File: config.mk
export PLATFORM = sky130hd
export DESIGN_NAME = json_string_unescaper_flat
export DESIGN_NICKNAME = d
export VERILOG_FILES = /design/src/hdl/jsu_pkg.sv /design/src/hdl/jsu_if.sv /design/src/hdl/json_string_unescaper.sv /design/src/flat_wrapper.sv
export VERILOG_INCLUDE_DIRS = /design/src /design/src/hdl
export SDC_FILE = /design/constraint.sdc
export NUM_CORES = 1
export LEC_CHECK = 0
export ABC_CLOCK_PERIOD_IN_PS = 9850
export BUFFER_PORTS_ARGS = -buffer_cell sky130_fd_sc_hd__buf_2
export CAP_MARGIN = 30
export CORE_UTILIZATION = 65
export CTS_CLUSTER_SIZE = 10
export DETAILED_ROUTE_END_ITERATION = 6
export PLACE_DENSITY = 0.85
export RECOVER_POWER = 100
export REMOVE_ABC_BUFFERS = 1
export SYNTH_ARGS = -nofsm -noshare
export SYNTH_HDL_FRONTEND = slang
export SYNTH_SLANG_ARGS = --single-unit
File: constraint.sdc
create_clock -name i_clk -period 9.85 [get_ports i_clk]
set_input_delay 1.97 -clock i_clk [delete_from_list [all_inputs] [get_ports i_clk]]
set_output_delay 1.97 -clock i_clk [all_outputs]
set_load 0.05 [all_outputs]
File: src/hdl/assert_macros.svh
// Assertion macros shared by the RTL of the string unescaper.
// Bodies collapse to nothing when SYNTH is defined.
`ifndef ASSERT_MACROS_SVH
`define ASSERT_MACROS_SVH
`ifndef SYNTH
`define ASSERT_ALWAYS(lbl, clk, rst_n, prop) \
    lbl: assert property (@(posedge clk) disable iff (!rst_n) (prop)) \
        else $error("assertion failed");
`define ASSERT_NEXT(lbl, clk, rst_n, ante, cons) \
    lbl: assert property (@(posedge clk) disable iff (!rst_n) (ante) |=> (cons)) \
        else $error("assertion failed");
`else
`define ASSERT_ALWAYS(lbl, clk, rst_n, prop)
`define ASSERT_NEXT(lbl, clk, rst_n, ante, cons)
`endif
`endif

File: src/hdl/jsu_pkg.sv
// Package of the JSON string unescaper: widths, codes, phase type, decode helpers.
// No dependencies.
`timescale 1ns / 1ps
package jsu_pkg;

    localparam int COUNT_BITS = 16;
    localparam int LIM_W      = (COUNT_BITS > 16) ? COUNT_BITS : 16;
    localparam logic [COUNT_BITS-1:0] CNT_MAX = '1;

    localparam logic [1:0] KIND_CHAR = 2'd0;
    localparam logic [1:0] KIND_OK   = 2'd1;
    localparam logic [1:0] KIND_FAIL = 2'd2;

    localparam logic [7:0]  CH_QUOTE  = 8'h22;
    localparam logic [7:0]  CH_BSLASH = 8'h5C;
    localparam logic [7:0]  CH_SLASH  = 8'h2F;
    localparam logic [7:0]  CH_U      = 8'h75;
    localparam logic [7:0]  CH_QMARK  = 8'h3F;
    localparam logic [7:0]  CH_NUL    = 8'h00;
    localparam logic [15:0] CP_LIMIT  = 16'd128;
    localparam logic [15:0] MAX_RESET = 16'd255;

    typedef enum logic [2:0] {
        PH_WAIT,
        PH_STR,
        PH_ESC,
        PH_HEX,
        PH_DONE,
        PH_RPL,
        PH_FIN
    } t_phase;

    typedef struct packed {
        logic       emit;
        logic [1:0] kind;
        logic [7:0] ch;
        logic       consume;
    } t_act;

    // {valid, value}
    function automatic logic [4:0] hex_val(input logic [7:0] b);
        logic [7:0] d;
        d = 8'h00;
        if (b >= 8'h30 && b <= 8'h39) begin
            d = b - 8'h30;
            return {1'b1, d[3:0]};
        end else if (b >= 8'h61 && b <= 8'h66) begin
            d = b - 8'h57;
            return {1'b1, d[3:0]};
        end else if (b >= 8'h41 && b <= 8'h46) begin
            d = b - 8'h37;
            return {1'b1, d[3:0]};
        end
        return 5'd0;
    endfunction

    // {valid, character}
    function automatic logic [8:0] esc_char(input logic [7:0] b);
        case (b)
            CH_QUOTE:  return {1'b1, CH_QUOTE};
            CH_BSLASH: return {1'b1, CH_BSLASH};
            CH_SLASH:  return {1'b1, CH_SLASH};
            8'h62:     return {1'b1, 8'h08};
            8'h66:     return {1'b1, 8'h0C};
            8'h6E:     return {1'b1, 8'h0A};
            8'h72:     return {1'b1, 8'h0D};
            8'h74:     return {1'b1, 8'h09};
            default:   return 9'd0;
        endcase
    endfunction

endpackage

File: src/hdl/jsu_if.sv
// Channel interfaces of the JSON string unescaper: input bytes, results, config writes.
// No dependencies.
`timescale 1ns / 1ps
interface jsu_in_if;
    logic       valid;
    logic       ready;
    logic [7:0] in_byte;
    logic       end_of_input;
    modport source (output valid, output in_byte, output end_of_input, input ready);
    modport sink   (input valid, input in_byte, input end_of_input, output ready);
endinterface

interface jsu_out_if;
    logic       valid;
    logic       ready;
    logic [1:0] kind;
    logic [7:0] char_out;
    logic       last;
    modport source (output valid, output kind, output char_out, output last, input ready);
    modport sink   (input valid, input kind, input char_out, input last, output ready);
endinterface

interface jsu_cfg_if;
    logic        valid;
    logic        ready;
    logic [15:0] max_chars;
    modport source (output valid, output max_chars, input ready);
    modport sink   (input valid, input max_chars, output ready);
endinterface

File: src/hdl/json_string_unescaper.sv
// Streaming decoder for one quoted JSON string value, one raw byte per item.
// Depends on jsu_pkg, jsu_if.sv and assert_macros.svh.
//
// Usage:
//   i_in   : raw bytes of the JSON text, end_of_input marks the last byte.
//   o_out  : results; kind 0 is a decoded character, 1 success, 2 failure;
//            last marks the final result of an input byte.
//   i_cfg  : write of max_chars, always ready; write only while idle.
// An accepted item waits in the input register; its first result is
// registered in the result register when the output is not stalled.
// Throughput: one item per cycle for plain bytes and complete escapes
// while o_out.ready is high. A byte that yields several results holds the
// input register until its last result: a character on the last input
// byte yields the character, then a failure; a broken escape replays
// backslash, u and up to three held digits, then handles the byte itself.
// Reset: waiting for an opening quote, counters cleared, max_chars = 255.
// Stall: while o_out.ready is low the result register holds and one more
// item is taken into the input register, then i_in.ready drops.
`timescale 1ns / 1ps
`include "assert_macros.svh"
module json_string_unescaper (
    input  logic      i_clk,
    input  logic      i_rst_n,
    jsu_in_if.sink    i_in,
    jsu_cfg_if.sink   i_cfg,
    jsu_out_if.source o_out
);

    logic                            r_in_v;
    logic [7:0]                      r_byte;
    logic                            r_eoi;
    jsu_pkg::t_phase                 r_phase, n_phase;
    logic [1:0]                      r_hex, n_hex;
    logic [7:0]                      r_held [3];
    logic [7:0]                      n_held [3];
    logic [11:0]                     r_code, n_code;
    logic [jsu_pkg::COUNT_BITS-1:0]  r_cnt, n_cnt;
    logic [2:0]                      r_rep, n_rep;
    logic                            r_had_u, n_had_u;
    logic [15:0]                     r_max;
    logic                            r_o_v;
    logic [1:0]                      r_kind;
    logic [7:0]                      r_char;
    logic                            r_last;

    logic                            go;
    logic                            in_take;
    logic [jsu_pkg::LIM_W-1:0]       w_max, w_cmax, w_lim;
    logic [jsu_pkg::COUNT_BITS-1:0]  cnt_inc;
    logic                            at_lim, at_lim_next;
    logic                            is_quote, is_bs, is_nul, is_u;
    logic [4:0]                      hx;
    logic [8:0]                      es;
    logic [15:0]                     cp;
    logic [7:0]                      cp_ch;
    logic [2:0]                      rep_idx, rep_last;
    logic                            had_u_eff, rep_end;
    logic [7:0]                      rep_ch;
    jsu_pkg::t_phase                 end_ph, plain_ph, rpl_ph;
    jsu_pkg::t_act                   act, plain_act, rpl_act;

    assign go      = r_in_v && (!r_o_v || o_out.ready);
    assign in_take = i_in.valid && i_in.ready;

    assign i_in.ready     = !r_in_v || (go && act.consume);
    assign i_cfg.ready    = 1'b1;
    assign o_out.valid    = r_o_v;
    assign o_out.kind     = r_kind;
    assign o_out.char_out = r_char;
    assign o_out.last     = r_last;

    assign w_max       = jsu_pkg::LIM_W'(r_max);
    assign w_cmax      = jsu_pkg::LIM_W'(jsu_pkg::CNT_MAX);
    assign w_lim       = (w_max > w_cmax) ? w_cmax : w_max;
    assign cnt_inc     = (r_cnt == jsu_pkg::CNT_MAX) ? r_cnt : r_cnt + 1'b1;
    assign at_lim      = jsu_pkg::LIM_W'(r_cnt) >= w_lim;
    assign at_lim_next = jsu_pkg::LIM_W'(cnt_inc) >= w_lim;

    assign is_quote = r_byte == jsu_pkg::CH_QUOTE;
    assign is_bs    = r_byte == jsu_pkg::CH_BSLASH;
    assign is_nul   = r_byte == jsu_pkg::CH_NUL;
    assign is_u     = r_byte == jsu_pkg::CH_U;
    assign hx       = jsu_pkg::hex_val(r_byte);
    assign es       = jsu_pkg::esc_char(r_byte);
    assign cp       = {r_code, hx[3:0]};
    assign cp_ch    = (cp < jsu_pkg::CP_LIMIT) ? cp[7:0] : jsu_pkg::CH_QMARK;

    assign rep_idx   = (r_phase == jsu_pkg::PH_RPL) ? r_rep : 3'd0;
    assign had_u_eff = (r_phase == jsu_pkg::PH_RPL) ? r_had_u : (r_phase == jsu_pkg::PH_HEX);
    assign rep_last  = had_u_eff ? 3'd1 + 3'(r_hex) : 3'd0;
    assign rep_end   = rep_idx == rep_last;

    always_comb begin
        case (rep_idx)
            3'd0:    rep_ch = jsu_pkg::CH_BSLASH;
            3'd1:    rep_ch = jsu_pkg::CH_U;
            3'd2:    rep_ch = r_held[0];
            3'd3:    rep_ch = r_held[1];
            default: rep_ch = r_held[2];
        endcase
    end

    // Result and consume decision for the byte in the input register.
    always_comb begin
        plain_act = '{emit: 1'b0, kind: jsu_pkg::KIND_CHAR, ch: 8'h00, consume: 1'b0};
        if (at_lim || is_quote || is_nul) begin
            plain_act.emit    = 1'b1;
            plain_act.kind    = is_quote ? jsu_pkg::KIND_OK : jsu_pkg::KIND_FAIL;
            plain_act.consume = 1'b1;
        end else if (is_bs && !r_eoi) begin
            plain_act.consume = 1'b1;
        end else begin
            plain_act.emit    = 1'b1;
            plain_act.ch      = r_byte;
            plain_act.consume = !r_eoi;
        end

        rpl_act = '{emit: 1'b1, kind: jsu_pkg::KIND_CHAR, ch: 8'h00, consume: 1'b0};
        if (at_lim) begin
            rpl_act.kind    = jsu_pkg::KIND_FAIL;
            rpl_act.consume = 1'b1;
        end else begin
            rpl_act.ch      = rep_ch;
            rpl_act.consume = rep_end && is_bs && !r_eoi && !at_lim_next;
        end

        act = '{emit: 1'b0, kind: jsu_pkg::KIND_CHAR, ch: 8'h00, consume: 1'b0};
        unique case (r_phase)
            jsu_pkg::PH_WAIT: begin
                act.consume = 1'b1;
                if (!(is_quote && !r_eoi)) begin
                    act.emit = 1'b1;
                    act.kind = jsu_pkg::KIND_FAIL;
                end
            end
            jsu_pkg::PH_STR: act = plain_act;
            jsu_pkg::PH_ESC: begin
                if (es[8]) begin
                    act.emit    = 1'b1;
                    act.ch      = es[7:0];
                    act.consume = !r_eoi;
                end else if (is_u && !r_eoi) begin
                    act.consume = 1'b1;
                end else begin
                    act = rpl_act;
                end
            end
            jsu_pkg::PH_HEX: begin
                if (hx[4] && r_hex == 2'd3) begin
                    act.emit    = 1'b1;
                    act.ch      = cp_ch;
                    act.consume = !r_eoi;
                end else if (hx[4] && !r_eoi) begin
                    act.consume = 1'b1;
                end else begin
                    act = rpl_act;
                end
            end
            jsu_pkg::PH_RPL: act = rpl_act;
            jsu_pkg::PH_FIN: begin
                act.emit    = 1'b1;
                act.kind    = jsu_pkg::KIND_FAIL;
                act.consume = 1'b1;
            end
            jsu_pkg::PH_DONE: act.consume = 1'b1;
            default:          act.consume = 1'b1;
        endcase
    end

    // Next state.
    always_comb begin
        end_ph = r_eoi ? jsu_pkg::PH_WAIT : jsu_pkg::PH_DONE;

        if (at_lim || is_quote || is_nul) begin
            plain_ph = end_ph;
        end else if (is_bs && !r_eoi) begin
            plain_ph = jsu_pkg::PH_ESC;
        end else begin
            plain_ph = r_eoi ? jsu_pkg::PH_FIN : jsu_pkg::PH_STR;
        end

        if (at_lim) begin
            rpl_ph = end_ph;
        end else if (!rep_end) begin
            rpl_ph = jsu_pkg::PH_RPL;
        end else if (is_bs && !r_eoi && !at_lim_next) begin
            rpl_ph = jsu_pkg::PH_ESC;
        end else begin
            rpl_ph = jsu_pkg::PH_STR;
        end

        n_phase = r_phase;
        n_hex   = r_hex;
        n_code  = r_code;
        n_held  = r_held;
        n_cnt   = r_cnt;
        n_rep   = r_rep;
        n_had_u = r_had_u;

        if (go) begin
            if (act.emit && act.kind == jsu_pkg::KIND_CHAR) begin
                n_cnt = cnt_inc;
            end
            if (rpl_ph == jsu_pkg::PH_RPL) begin
                n_rep   = rep_idx + 3'd1;
                n_had_u = had_u_eff;
            end else if (rep_end && !at_lim) begin
                n_rep = 3'd0;
            end
            unique case (r_phase)
                jsu_pkg::PH_WAIT: begin
                    if (is_quote && !r_eoi) begin
                        n_phase = jsu_pkg::PH_STR;
                        n_cnt   = '0;
                        n_hex   = 2'd0;
                        n_code  = 12'd0;
                    end else begin
                        n_phase = end_ph;
                    end
                end
                jsu_pkg::PH_STR: n_phase = plain_ph;
                jsu_pkg::PH_ESC: begin
                    if (es[8]) begin
                        n_phase = r_eoi ? jsu_pkg::PH_FIN : jsu_pkg::PH_STR;
                    end else if (is_u && !r_eoi) begin
                        n_phase = jsu_pkg::PH_HEX;
                        n_hex   = 2'd0;
                        n_code  = 12'd0;
                    end else begin
                        n_phase = rpl_ph;
                    end
                end
                jsu_pkg::PH_HEX: begin
                    if (hx[4] && r_hex == 2'd3) begin
                        n_hex   = 2'd0;
                        n_phase = r_eoi ? jsu_pkg::PH_FIN : jsu_pkg::PH_STR;
                    end else if (hx[4] && !r_eoi) begin
                        n_held[r_hex] = r_byte;
                        n_code        = {r_code[7:0], hx[3:0]};
                        n_hex         = r_hex + 2'd1;
                    end else begin
                        n_phase = rpl_ph;
                        if (rep_end && !at_lim) begin
                            n_hex = 2'd0;
                        end
                    end
                end
                jsu_pkg::PH_RPL: begin
                    n_phase = rpl_ph;
                    if (rep_end && !at_lim) begin
                        n_hex = 2'd0;
                    end
                end
                jsu_pkg::PH_FIN:  n_phase = jsu_pkg::PH_WAIT;
                jsu_pkg::PH_DONE: n_phase = r_eoi ? jsu_pkg::PH_WAIT : jsu_pkg::PH_DONE;
                default:          n_phase = jsu_pkg::PH_WAIT;
            endcase
        end
    end

    always_ff @(posedge i_clk) begin
        if (!i_rst_n) begin
            r_in_v  <= 1'b0;
            r_phase <= jsu_pkg::PH_WAIT;
            r_hex   <= 2'd0;
            r_code  <= 12'd0;
            r_cnt   <= '0;
            r_rep   <= 3'd0;
            r_had_u <= 1'b0;
            r_max   <= jsu_pkg::MAX_RESET;
            r_o_v   <= 1'b0;
            r_held  <= '{default: 8'h00};
        end else begin
            if (in_take) begin
                r_in_v <= 1'b1;
            end else if (go && act.consume) begin
                r_in_v <= 1'b0;
            end
            r_phase <= n_phase;
            r_hex   <= n_hex;
            r_code  <= n_code;
            r_cnt   <= n_cnt;
            r_rep   <= n_rep;
            r_had_u <= n_had_u;
            r_held  <= n_held;
            if (i_cfg.valid && i_cfg.ready) begin
                r_max <= i_cfg.max_chars;
            end
            if (go && act.emit) begin
                r_o_v <= 1'b1;
            end else if (o_out.ready) begin
                r_o_v <= 1'b0;
            end
        end
    end

    always_ff @(posedge i_clk) begin
        if (in_take) begin
            r_byte <= i_in.in_byte;
            r_eoi  <= i_in.end_of_input;
        end
        if (go && act.emit) begin
            r_kind <= act.kind;
            r_char <= act.ch;
            r_last <= act.consume;
        end
    end

    `ASSERT_ALWAYS(a_fin_has_item, i_clk, i_rst_n, (r_phase != jsu_pkg::PH_FIN) || r_in_v)
    `ASSERT_ALWAYS(a_rep_in_range, i_clk, i_rst_n, (r_phase != jsu_pkg::PH_RPL) || (r_rep <= rep_last))
    `ASSERT_NEXT(a_end_is_last, i_clk, i_rst_n, go && act.emit && act.kind != jsu_pkg::KIND_CHAR, r_o_v && r_last)

endmodule
File: src/flat_wrapper.sv
// flat-port wrapper written by rule: the top's interface ports become plain ports
module json_string_unescaper_flat 
  (i_clk, i_rst_n, i_in_valid, i_in_in_byte, i_in_end_of_input, i_in_ready, i_cfg_valid, i_cfg_max_chars, i_cfg_ready, o_out_valid, o_out_kind, o_out_char_out, o_out_last, o_out_ready);
  jsu_in_if i_in_i ();
  jsu_cfg_if i_cfg_i ();
  jsu_out_if o_out_i ();
  input  logic i_clk;
  input  logic i_rst_n;
  input wire logic [$bits(i_in_i.valid)-1:0] i_in_valid;
  input wire logic [$bits(i_in_i.in_byte)-1:0] i_in_in_byte;
  input wire logic [$bits(i_in_i.end_of_input)-1:0] i_in_end_of_input;
  output wire logic [$bits(i_in_i.ready)-1:0] i_in_ready;
  input wire logic [$bits(i_cfg_i.valid)-1:0] i_cfg_valid;
  input wire logic [$bits(i_cfg_i.max_chars)-1:0] i_cfg_max_chars;
  output wire logic [$bits(i_cfg_i.ready)-1:0] i_cfg_ready;
  output wire logic [$bits(o_out_i.valid)-1:0] o_out_valid;
  output wire logic [$bits(o_out_i.kind)-1:0] o_out_kind;
  output wire logic [$bits(o_out_i.char_out)-1:0] o_out_char_out;
  output wire logic [$bits(o_out_i.last)-1:0] o_out_last;
  input wire logic [$bits(o_out_i.ready)-1:0] o_out_ready;
  assign i_in_i.valid = i_in_valid;
  assign i_in_i.in_byte = i_in_in_byte;
  assign i_in_i.end_of_input = i_in_end_of_input;
  assign i_in_ready = i_in_i.ready;
  assign i_cfg_i.valid = i_cfg_valid;
  assign i_cfg_i.max_chars = i_cfg_max_chars;
  assign i_cfg_ready = i_cfg_i.ready;
  assign o_out_valid = o_out_i.valid;
  assign o_out_kind = o_out_i.kind;
  assign o_out_char_out = o_out_i.char_out;
  assign o_out_last = o_out_i.last;
  assign o_out_i.ready = o_out_ready;
  json_string_unescaper u_core (.i_clk(i_clk), .i_rst_n(i_rst_n), .i_in(i_in_i), .i_cfg(i_cfg_i), .o_out(o_out_i));
endmodule
### After elaboration in Yosys (flattened, before gate mapping)

Index checks and enable logic that the tools add are counted.

* input bits: 30
* bits in registers: 99
* word-level logic and storage cells: 187
* output and inout bits: 14

* add/subtract/negate cells: 7
* eq/ne operators: 28
* reduce and logical (&&, ||, !) cells: 43
* bitwise logic cells: 2
* order comparisons: 12
* mux-type cells: 78

Operators by type and width (count)
* two-way mux 16 bit: 5
* one-hot mux 9 bit (8 select lines): 1
* one-hot mux 8 bit (4 select lines): 2
* two-way mux 12 bit: 5
* == test 8 x 7 -> 1 bit (second input constant): 7
* two-way mux 3 bit: 16
* two-way mux 8 bit: 5
* one-hot mux 12 bit (3 select lines): 1
* one-hot mux 3 bit (6 select lines): 2
* greater-or-equal comparator 16 bit: 2
* bitwise mux 24 bit: 1
* two-way mux 2 bit: 12
* two-way mux 11 bit: 2
* two-way mux 5 bit: 4
* logical AND 1 bit: 19
* two-way mux 9 bit: 2
* two-way mux 1 bit: 17
* adder 16 x 1 -> 16 bit (second input constant): 1
* demux 8 bit (select 2 bit): 1
* == test 16 bit (second input constant): 1
* == test 8 x 6 -> 1 bit (second input constant): 2
* greater-or-equal comparator 8 x 7 -> 1 bit (second input constant): 2
* greater-than comparator 16 bit (second input constant): 1
* less-or-equal comparator 8 x 7 -> 1 bit (second input constant): 2
* 34 further kinds: 57

### Longest topological paths before layout

Gate-level depths: netlist (run 1).

* word-level depth: 15
* gate-level depth with buffers: 18
* mapped depth without buffers: 17

### Worst setup path before layout (run 1)

Ideal clock, no wire load.

* kind: register to output
* start: register u_core.r_cnt[4] (netlist bit)
* end: output port i_in_ready
* slack: 3788 ps
* cell stages (with the launch flop): 16
* arrival: 4092 ps
* path buffers: 1
* cells stage by stage: dfxtp_1 -> and4_1 -> and4_1 -> and2_1 -> nand2_1 -> or3_1 -> clkbuf_1 -> nand2_1 -> ha_1 -> a21o_1 -> a21o_1 -> a2111oi_0 -> o2111ai_1 -> a21oi_1 -> nor3_1 -> o21ai_0

* cells in the longest elaborated chain, start to end: 11

Ends and longest elaborated chain
* start: declaration: RTL line json_string_unescaper.sv:37 `logic [jsu_pkg::COUNT_BITS-1:0] r_cnt, n_cnt;`
* start signal: assignment: RTL line json_string_unescaper.sv:282 `r_cnt <= n_cnt;`
* adder 16 x 1 -> 16 bit / == test 16 bit (equally long branches): RTL line json_string_unescaper.sv:75 `assign cnt_inc = (r_cnt == jsu_pkg::CNT_MAX) ? r_cnt : r_cnt + 1'b1;`
* two-way mux 16 bit: RTL line json_string_unescaper.sv:75
* greater-or-equal comparator 16 bit: RTL line json_string_unescaper.sv:77 `assign at_lim_next = jsu_pkg::LIM_W'(cnt_inc) >= w_lim;`
* logical NOT 1 bit: RTL line json_string_unescaper.sv:124 `rpl_act.consume = rep_end && is_bs && !r_eoi && !at_lim_next;`
* logical AND 1 bit: RTL line json_string_unescaper.sv:124
* two-way mux 1 bit: RTL line json_string_unescaper.sv:119 `if (at_lim) begin`
* two-way mux 1 bit, on equally long branches: RTL line json_string_unescaper.sv:153, json_string_unescaper.sv:142
* two-way mux 9 bit, on equally long branches: RTL line json_string_unescaper.sv:149, json_string_unescaper.sv:138
* one-hot mux 1 bit (4 select lines) (*): RTL line json_string_unescaper.sv:128 `unique case (r_phase)`
* logical AND 1 bit (*): RTL line json_string_unescaper.sv:65 `assign i_in.ready = !r_in_v || (go && act.consume);`
* logical OR 1 bit (*): RTL line json_string_unescaper.sv:65
* end: declaration: RTL line flat_wrapper.sv:12 `output wire logic [$bits(i_in_i.ready)-1:0] i_in_ready;`

Mark *: on every way between the ends. The rest lies on a longest branch, timed or not.

### Final worst setup path (run 1)

* start: register u_core.r_cnt[5] (netlist bit)
* end: output port i_in_ready

The elaborated chain is that of the path after synthesis.

==> results of run 1 <==
==> metrics by stage <==
step / setup WS, ps / std cells / util / instance area [um^2] / hold WS, ps
after floorplan: 3830 / 702 / - / 6130 / 438
after global placement: 4150 / 876 / 0.699 / 6520 / 446
after detailed placement: 4090 / 876 / 0.699 / 6520 / 458
after CTS: 3660 / 892 / 0.722 / 6740 / 473
after global routing: 2970 / 894 / 0.716 / 6680 / 500
final: 3390 / 894 / 0.716 / 6680 / 487
==> critical path, cell delays in order, from the launching register on <==
cell and delay, ps:
dfxtp_1 480, and4_1 280, and4_1 250, and2_0 250
nand2_1 70, or3_1 470, nand2_1 150, ha_1 250
a21o_1 160, a21o_1 160, a2111oi_0 390, o2111ai_1 260
a21oi_1 220, nor3_1 100, o21ai_0 150, clkbuf_1 480
==> layer usage <==
metal / up-vias / global-route usage / wire, um
li1: 2811 / - / -
met5: - / 0 / 0
met1: 2722 / 0.504 / 7750
met4: 0 / 0.0959 / 293
met3: 32 / 0.0479 / 1660
met2: 339 / 0.510 / 7230
==> worst min path at each step <==
| stage | start | endpoint | slack [ps] | depth (start not counted) |
|---|---|---|---|---|
| 6_report | u_core.r_held[17]$_SDFFE_PN0P_ | u_core.r_held[17]$_SDFFE_PN0P_ | 490 | 2 |
| 5_1_grt | u_core.r_held[7]$_SDFFE_PN0P_ | u_core.r_held[7]$_SDFFE_PN0P_ | 500 | 1 |
| 4_1_cts | u_core.r_held[17]$_SDFFE_PN0P_ | u_core.r_held[17]$_SDFFE_PN0P_ | 470 | 2 |
| 3_5_place_dp | u_core.r_held[17]$_SDFFE_PN0P_ | u_core.r_held[17]$_SDFFE_PN0P_ | 460 | 2 |
| 3_3_place_gp | u_core.r_held[9]$_SDFFE_PN0P_ | u_core.r_held[9]$_SDFFE_PN0P_ | 450 | 2 |
| 2_1_floorplan | u_core.r_held[13]$_SDFFE_PN0P_ | u_core.r_held[13]$_SDFFE_PN0P_ | 440 | 2 |
==> final cells by class <==
class,count,area share
Clock buffer,9,0.0185
Clock inverter,7,0.0137
Inverter,32,0.0180
Multi-Input combinational cell,571,0.567
Sequential cell,99,0.327
Tap cell,129,0.0242
Timing Repair Buffer,47,0.0324
==> power breakdown <==
group	total [mW]	internal [mW]	switching [mW]
registers	0.453	0.430	0.0238
logic	0.138	0.0444	0.0938
clock network	0.277	0.104	0.173
total	0.869	0.578	0.291
==> logic make-up after synthesis <==
logic type                 count (synthesis)  synth area share
adders and majority gates                 47            0.0928
muxes                                     12            0.0194
other                                      1          0.000592
xor gates and xnor gates                  10            0.0138
AOI/OAI and AO/OA                        235             0.264
DFF                                       99             0.345
and+or+nand+nor                          266             0.213
buffers and inverters                     74            0.0518
==> state kept, by name (all words and copies together) (netlist names), 2 cells and up <==
signal                 count
u_core.r_cnt              16
u_core.r_held             24
u_core.o_out.kind          2
u_core.r_phase             3
u_core.r_hex               2
u_core.r_rep               3
u_core.o_out.char_out      8
u_core.r_max              16
u_core.r_code             12
u_core.r_byte              8
==> placed cells by master, fill, tap and decap left out, drive strengths merged, types with 5 or more instances in the layout <==
master	Yosys	layout
a22o	11	11
nor2b	29	29
a22oi	18	18
clkbuf	23	26
a21oi	40	40
o21a	7	7
ha	47	47
nand2b	9	9
o22ai	8	8
o211ai	14	14
o221ai	5	5
nand4	6	6
buf	19	30
a21o	5	5
a31oi	9	9
a221oi	10	10
o21ai	55	55
nor3	17	17
and4	5	5
and3	8	8
edfxtp	20	20
nor2	47	47
a211oi	16	16
mux2i	10	10
a32o	5	5
inv	32	35
nand3	40	40
dfxtp	79	79
nand2	77	77
xnor2	6	6
==> results.sh, run 1 <==
export IMPL_p_leak_nw=2.61
export IMPL_grt_pass1_wl_um=26900
export IMPL_yosys_area_top_type="dfxtp_1"
export IMPL_gr_total_overflow=0
export IMPL_rrSetupSlack_ps=4580
export IMPL_cts_root_buf="clkbuf_8"
export IMPL_cts_setup_buffers=0
export IMPL_power_uw=869
export IMPL_clk_pin_slew_ps=110
export IMPL_htree_levels=3
export IMPL_syn_inst=744
export IMPL_crit_arrival_ps=4490
export IMPL_io_pins=44
export IMPL_layout_drive_gt1_share=0.0824
export IMPL_r2r_end="u_core.r_held[11]$_SDFFE_PN0P_"
export IMPL_setup_worst_path_start_class="register"
export IMPL_synth_seq_area_share=0.345
export IMPL_rows=35
export IMPL_max_slew_margin=-0.887
export IMPL_ctsResizeCount=0
export IMPL_fill_cells=792
export IMPL_fmax_mhz=155
export IMPL_power_density_nw_per_um2=130
export IMPL_clockBufferDepth=2
export IMPL_syn_to_final_growth_pct=5.45
export IMPL_synth_edf_count=20
export IMPL_yosys_warnings=0
export IMPL_cts_hold_buf=0
export IMPL_wl_per_cell_um=18.9
export IMPL_synth_top_area_frac=0.250
export IMPL_synthFlopType="dfxtp_1"
export IMPL_synth_area_top_cells="dfxtp_1 (25%), edfxtp_1 (9.5%), ha_1 (9.3%), nand2_1 (4.5%), o21ai_0 (3.4%)"
export IMPL_final_setup_tns_ps=0
export IMPL_multi_input_comb_area_um2=3780
export IMPL_start_util=0.679
export IMPL_viasPerCell=6.60
export IMPL_dp_hpwl_um=12300
export IMPL_grt_antenna_before_repair=0
export IMPL_status="complete, but fails checks"
export IMPL_clk_latency_ps=380
export IMPL_seqCellArea_um2=2180
export IMPL_hp_class="register to register"
export IMPL_synth_common_cells="dfxtp_1 (79), nand2_1 (76), ha_1 (47), nor2_1 (47), o21ai_0 (43)"
export IMPL_clock_skew_ps=22.9
export IMPL_slew_viol_final=77
export IMPL_num_antenna_cells=0
export IMPL_yosysMostFrequentCell="dfxtp_1"
export IMPL_rr_worst_depth=10
export IMPL_fin_crit_sh=0.656
export IMPL_port_buffers=42
export IMPL_core_um2=9330
export IMPL_syn_area_per_cell_um2=8.51
export IMPL_cts_made_buffers=9
export IMPL_synth_distinct_cells=75
export IMPL_cts_tree="built"
export IMPL_cts_sinks=99
export IMPL_first_global_vias=5294
export IMPL_ant_nets=0
export IMPL_first_pass_iters=6
export IMPL_crit_start="u_core.r_cnt[5]$_SDFFE_PN0P_"
export IMPL_wl_um=16900
export IMPL_cp_endpoint="i_in_ready"
export IMPL_ir_worst_vdd_mv=0.107
export IMPL_path_max_fanout=8
export IMPL_drtIter0Drc=564
export IMPL_violations="capacitance limit, slew limit"
export IMPL_grtUsageTotal=0.339
export IMPL_fin_nets=837
export IMPL_gp_congestion=0.990
export IMPL_ys_ff_latch=99
export IMPL_fp_dieH_um=101
export IMPL_die_area_um2=10100
export IMPL_required_ps=7880
export IMPL_syn_area_um2=6330
export IMPL_drc=0
export IMPL_setup_viol_count_final=0
export IMPL_post_route_min_period_ps=6460
export IMPL_rsz0062_at_grt="false"
export IMPL_worst_slew_pin_slew_ps=2830
export IMPL_async_flop_share=0
export IMPL_vias=5904
export IMPL_r2r_start="u_core.r_byte[0]$_DFFE_PP_"
export IMPL_end_kind="output pin"
export IMPL_crit_type="register to output pin"
export IMPL_grt_max_degree=76
export IMPL_hold_viol=0
export IMPL_die_x_um=101
export IMPL_maxCapViolCount=2
Note: power is estimated with default switching activity, not from simulation.
==> run 2: changes to the inputs <==
--- a/config.mk
+++ b/config.mk
@@ -6,13 +6,13 @@
 export SDC_FILE = /design/constraint.sdc
 export NUM_CORES = 1
 export LEC_CHECK = 0
-export ABC_CLOCK_PERIOD_IN_PS = 9850
+export ABC_CLOCK_PERIOD_IN_PS = 6600
 export BUFFER_PORTS_ARGS = -buffer_cell sky130_fd_sc_hd__buf_2
 export CAP_MARGIN = 30
-export CORE_UTILIZATION = 65
+export CORE_UTILIZATION = 61
 export CTS_CLUSTER_SIZE = 10
 export DETAILED_ROUTE_END_ITERATION = 6
-export PLACE_DENSITY = 0.85
+export PLACE_DENSITY = 0.8
 export RECOVER_POWER = 100
 export REMOVE_ABC_BUFFERS = 1
 export SYNTH_ARGS = -nofsm -noshare
==> constraint.sdc (replaced) <==
create_clock -name i_clk -period 6.6 [get_ports i_clk]
set_input_delay 1.32 -clock i_clk [delete_from_list [all_inputs] [get_ports i_clk]]
set_output_delay 1.32 -clock i_clk [all_outputs]
set_load 0.05 [all_outputs]
==> run 2 against run 1 <==
  * The flow still finishes with violations (capacitance limit, slew limit)
  * Worst hold slack got worse by 5.9 ps
  * Clock skew decreased by 4.6 ps
  * Global-route usage decreased by 2.0 points
  * Worst setup slack got worse by 2700 ps
  * Sequential share of layout area increased by 0.14 points
  * Critical path type unchanged
==> results.sh, run 2 (synthesized netlist as in run 1, its figures left out) <==
export IMPL_gr_total_overflow=0
export IMPL_cts_tree="built"
export IMPL_fin_crit_sh=0.894
export IMPL_core_um2=9910
export IMPL_wl_um=16900
export IMPL_first_pass_iters=6
export IMPL_num_antenna_cells=0
export IMPL_fp_dieH_um=104
export IMPL_cts_sinks=99
export IMPL_rsz0062_at_grt="false"
export IMPL_crit_arrival_ps=4580
export IMPL_post_route_min_period_ps=5900
export IMPL_first_global_vias=5417
export IMPL_grt_pass1_wl_um=27400
export IMPL_maxCapViolCount=1
export IMPL_power_density_nw_per_um2=188
export IMPL_vias=5890
export IMPL_ant_nets=0
export IMPL_cts_root_buf="clkbuf_8"
export IMPL_largest_reg_flops=24
export IMPL_power_mw=1.25
export IMPL_slew_viol_final=76
export IMPL_cts_setup_buffers=0
export IMPL_cts_hold_buf=0
export IMPL_placed_area_um2=6540
export IMPL_wl_per_cell_um=18.8
export IMPL_required_ps=5280
export IMPL_layout_drive_gt1_share=0.0796
export IMPL_die_area_um2=10800
export IMPL_max_slew_margin=-0.889
export IMPL_grtUsageTotal=0.319
export IMPL_clock_skew_ps=18.3
export IMPL_hold_viol=0
export IMPL_clk_latency_ps=400
export IMPL_end_kind="output pin"
export IMPL_dp_hpwl_um=12400
export IMPL_ctsResizeCount=0
export IMPL_final_setup_tns_ps=0
export IMPL_start_util=0.639
export IMPL_fmax_mhz=170
export IMPL_violations="capacitance limit, slew limit"
export IMPL_top_register="u_core.r_held"
export IMPL_rows=36
export IMPL_cpPeakStageDelay_ps=490
export IMPL_grt_max_degree=76
export IMPL_htree_levels=3
export IMPL_drc=0
export IMPL_die_x_um=104
export IMPL_setup_viol_count_final=0
export IMPL_syn_to_final_growth_pct=5.00
export IMPL_port_buffers=42
export IMPL_status="complete, but fails checks"
export IMPL_viasPerCell=6.55
export IMPL_crit_chain="and4_1 -> and4_1 -> and2_0 -> nand2_1 -> or3_1 -> nand2_1 -> nand2_1 -> ha_1 -> a2111oi_0 -> nor4_1 -> o21ai_0 -> o2111ai_1 -> a21oi_1 -> nor3_1 -> o21ai_0 -> clkbuf_1"
export IMPL_fin_nets=838
export IMPL_p_leak_nw=2.60
export IMPL_hp_class="register to register"
export IMPL_stdcell_area_um2=6650
export IMPL_setup_worst_path_start_class="register"
export IMPL_fin_util=0.671
export IMPL_reg_top3="u_core.r_held x24, u_core.r_cnt x16, u_core.r_max x16"
export IMPL_crit_type="register to output pin"
export IMPL_grt_antenna_before_repair=0
export IMPL_path_max_fanout=8
export IMPL_io_pins=44
export IMPL_clockBufferDepth=2
export IMPL_worst_slew_pin_slew_ps=2830
export IMPL_cp_slowest_cell="dfxtp_1"
export IMPL_ir_worst_vdd_mv=0.187
export IMPL_clk_pin_slew_ps=90
export IMPL_cts_made_buffers=9
export IMPL_final_common_cell="dfxtp_1"
export IMPL_gp_congestion=0.946
export IMPL_drtIter0Drc=657
export IMPL_final_cell_mix="dfxtp_1 (79), nand2_1 (76), o21ai_0 (52), nor2_1 (47), ha_1 (47)"
export IMPL_timing_critical_path_mode_cell="nand2_1"
-- run 2: area by class of cell --
| type | count | area [um^2] |
|---|---|---|
| inverters | 32 | 120 |
| well taps | 133 | 166 |
| flip-flops and latches | 99 | 2180 |
| clock inverters | 6 | 50.0 |
| fillers | 855 | 3260 |
| clock buffers | 10 | 128 |
| multi-input cells | 571 | 3780 |
| repair buffers | 48 | 220 |
-- run 2: layer usage --
layer	global-route usage	share of wire	vias to the layer above
li1	-	-	2809
met1	0.450	0.45	2756
met2	0.476	0.43	300
met3	0.0752	0.10	25
met4	0.112	0.015	0
met5	0	0	-
-- run 2: power breakdown --
part / total, mW / internal, mW / switching (mW)
Combinational: 0.208 / 0.0667 / 0.141
Clock: 0.368 / 0.142 / 0.227
Sequential: 0.677 / 0.641 / 0.0362
Total: 1.25 / 0.849 / 0.404
-- run 2: final timing paths --
path | from | endpoint | slack, ps | depth (start not counted)
max | u_core.r_cnt[4]$_SDFFE_PN0P_ | i_in_ready | 700 | 16
min | u_core.r_held[13]$_SDFFE_PN0P_ | u_core.r_held[13]$_SDFFE_PN0P_ | 480 | 2
max reg2reg | u_core.r_byte[0]$_DFFE_PP_ | u_core.r_held[21]$_SDFFE_PN0P_ | 1400 | 11
min reg2reg | u_core.r_held[13]$_SDFFE_PN0P_ | u_core.r_held[13]$_SDFFE_PN0P_ | 480 | 2
-- run 2: worst max-delay path: cells and delay by family, from the launching register on --
| kind | cells | cell delay, ps |
|---|---|---|
| simple gates | 9 | 1660 |
| compound gates | 5 | 1290 |
| flops | 1 | 490 |
| buf+inv | 1 | 480 |
| fa+ha+maj | 1 | 270 |
-- run 2: through the flow --
| stage | hold WS (ps) | setup slack [ps] | std cells |
|---|---|---|---|
| floorplan | 438 | 1230 | 702 |
| global placement | 447 | 1560 | 880 |
| detailed placement | 455 | 1410 | 882 |
| CTS | 468 | 945 | 898 |
| global route | 493 | 411 | 899 |
| finish | 481 | 701 | 899 |
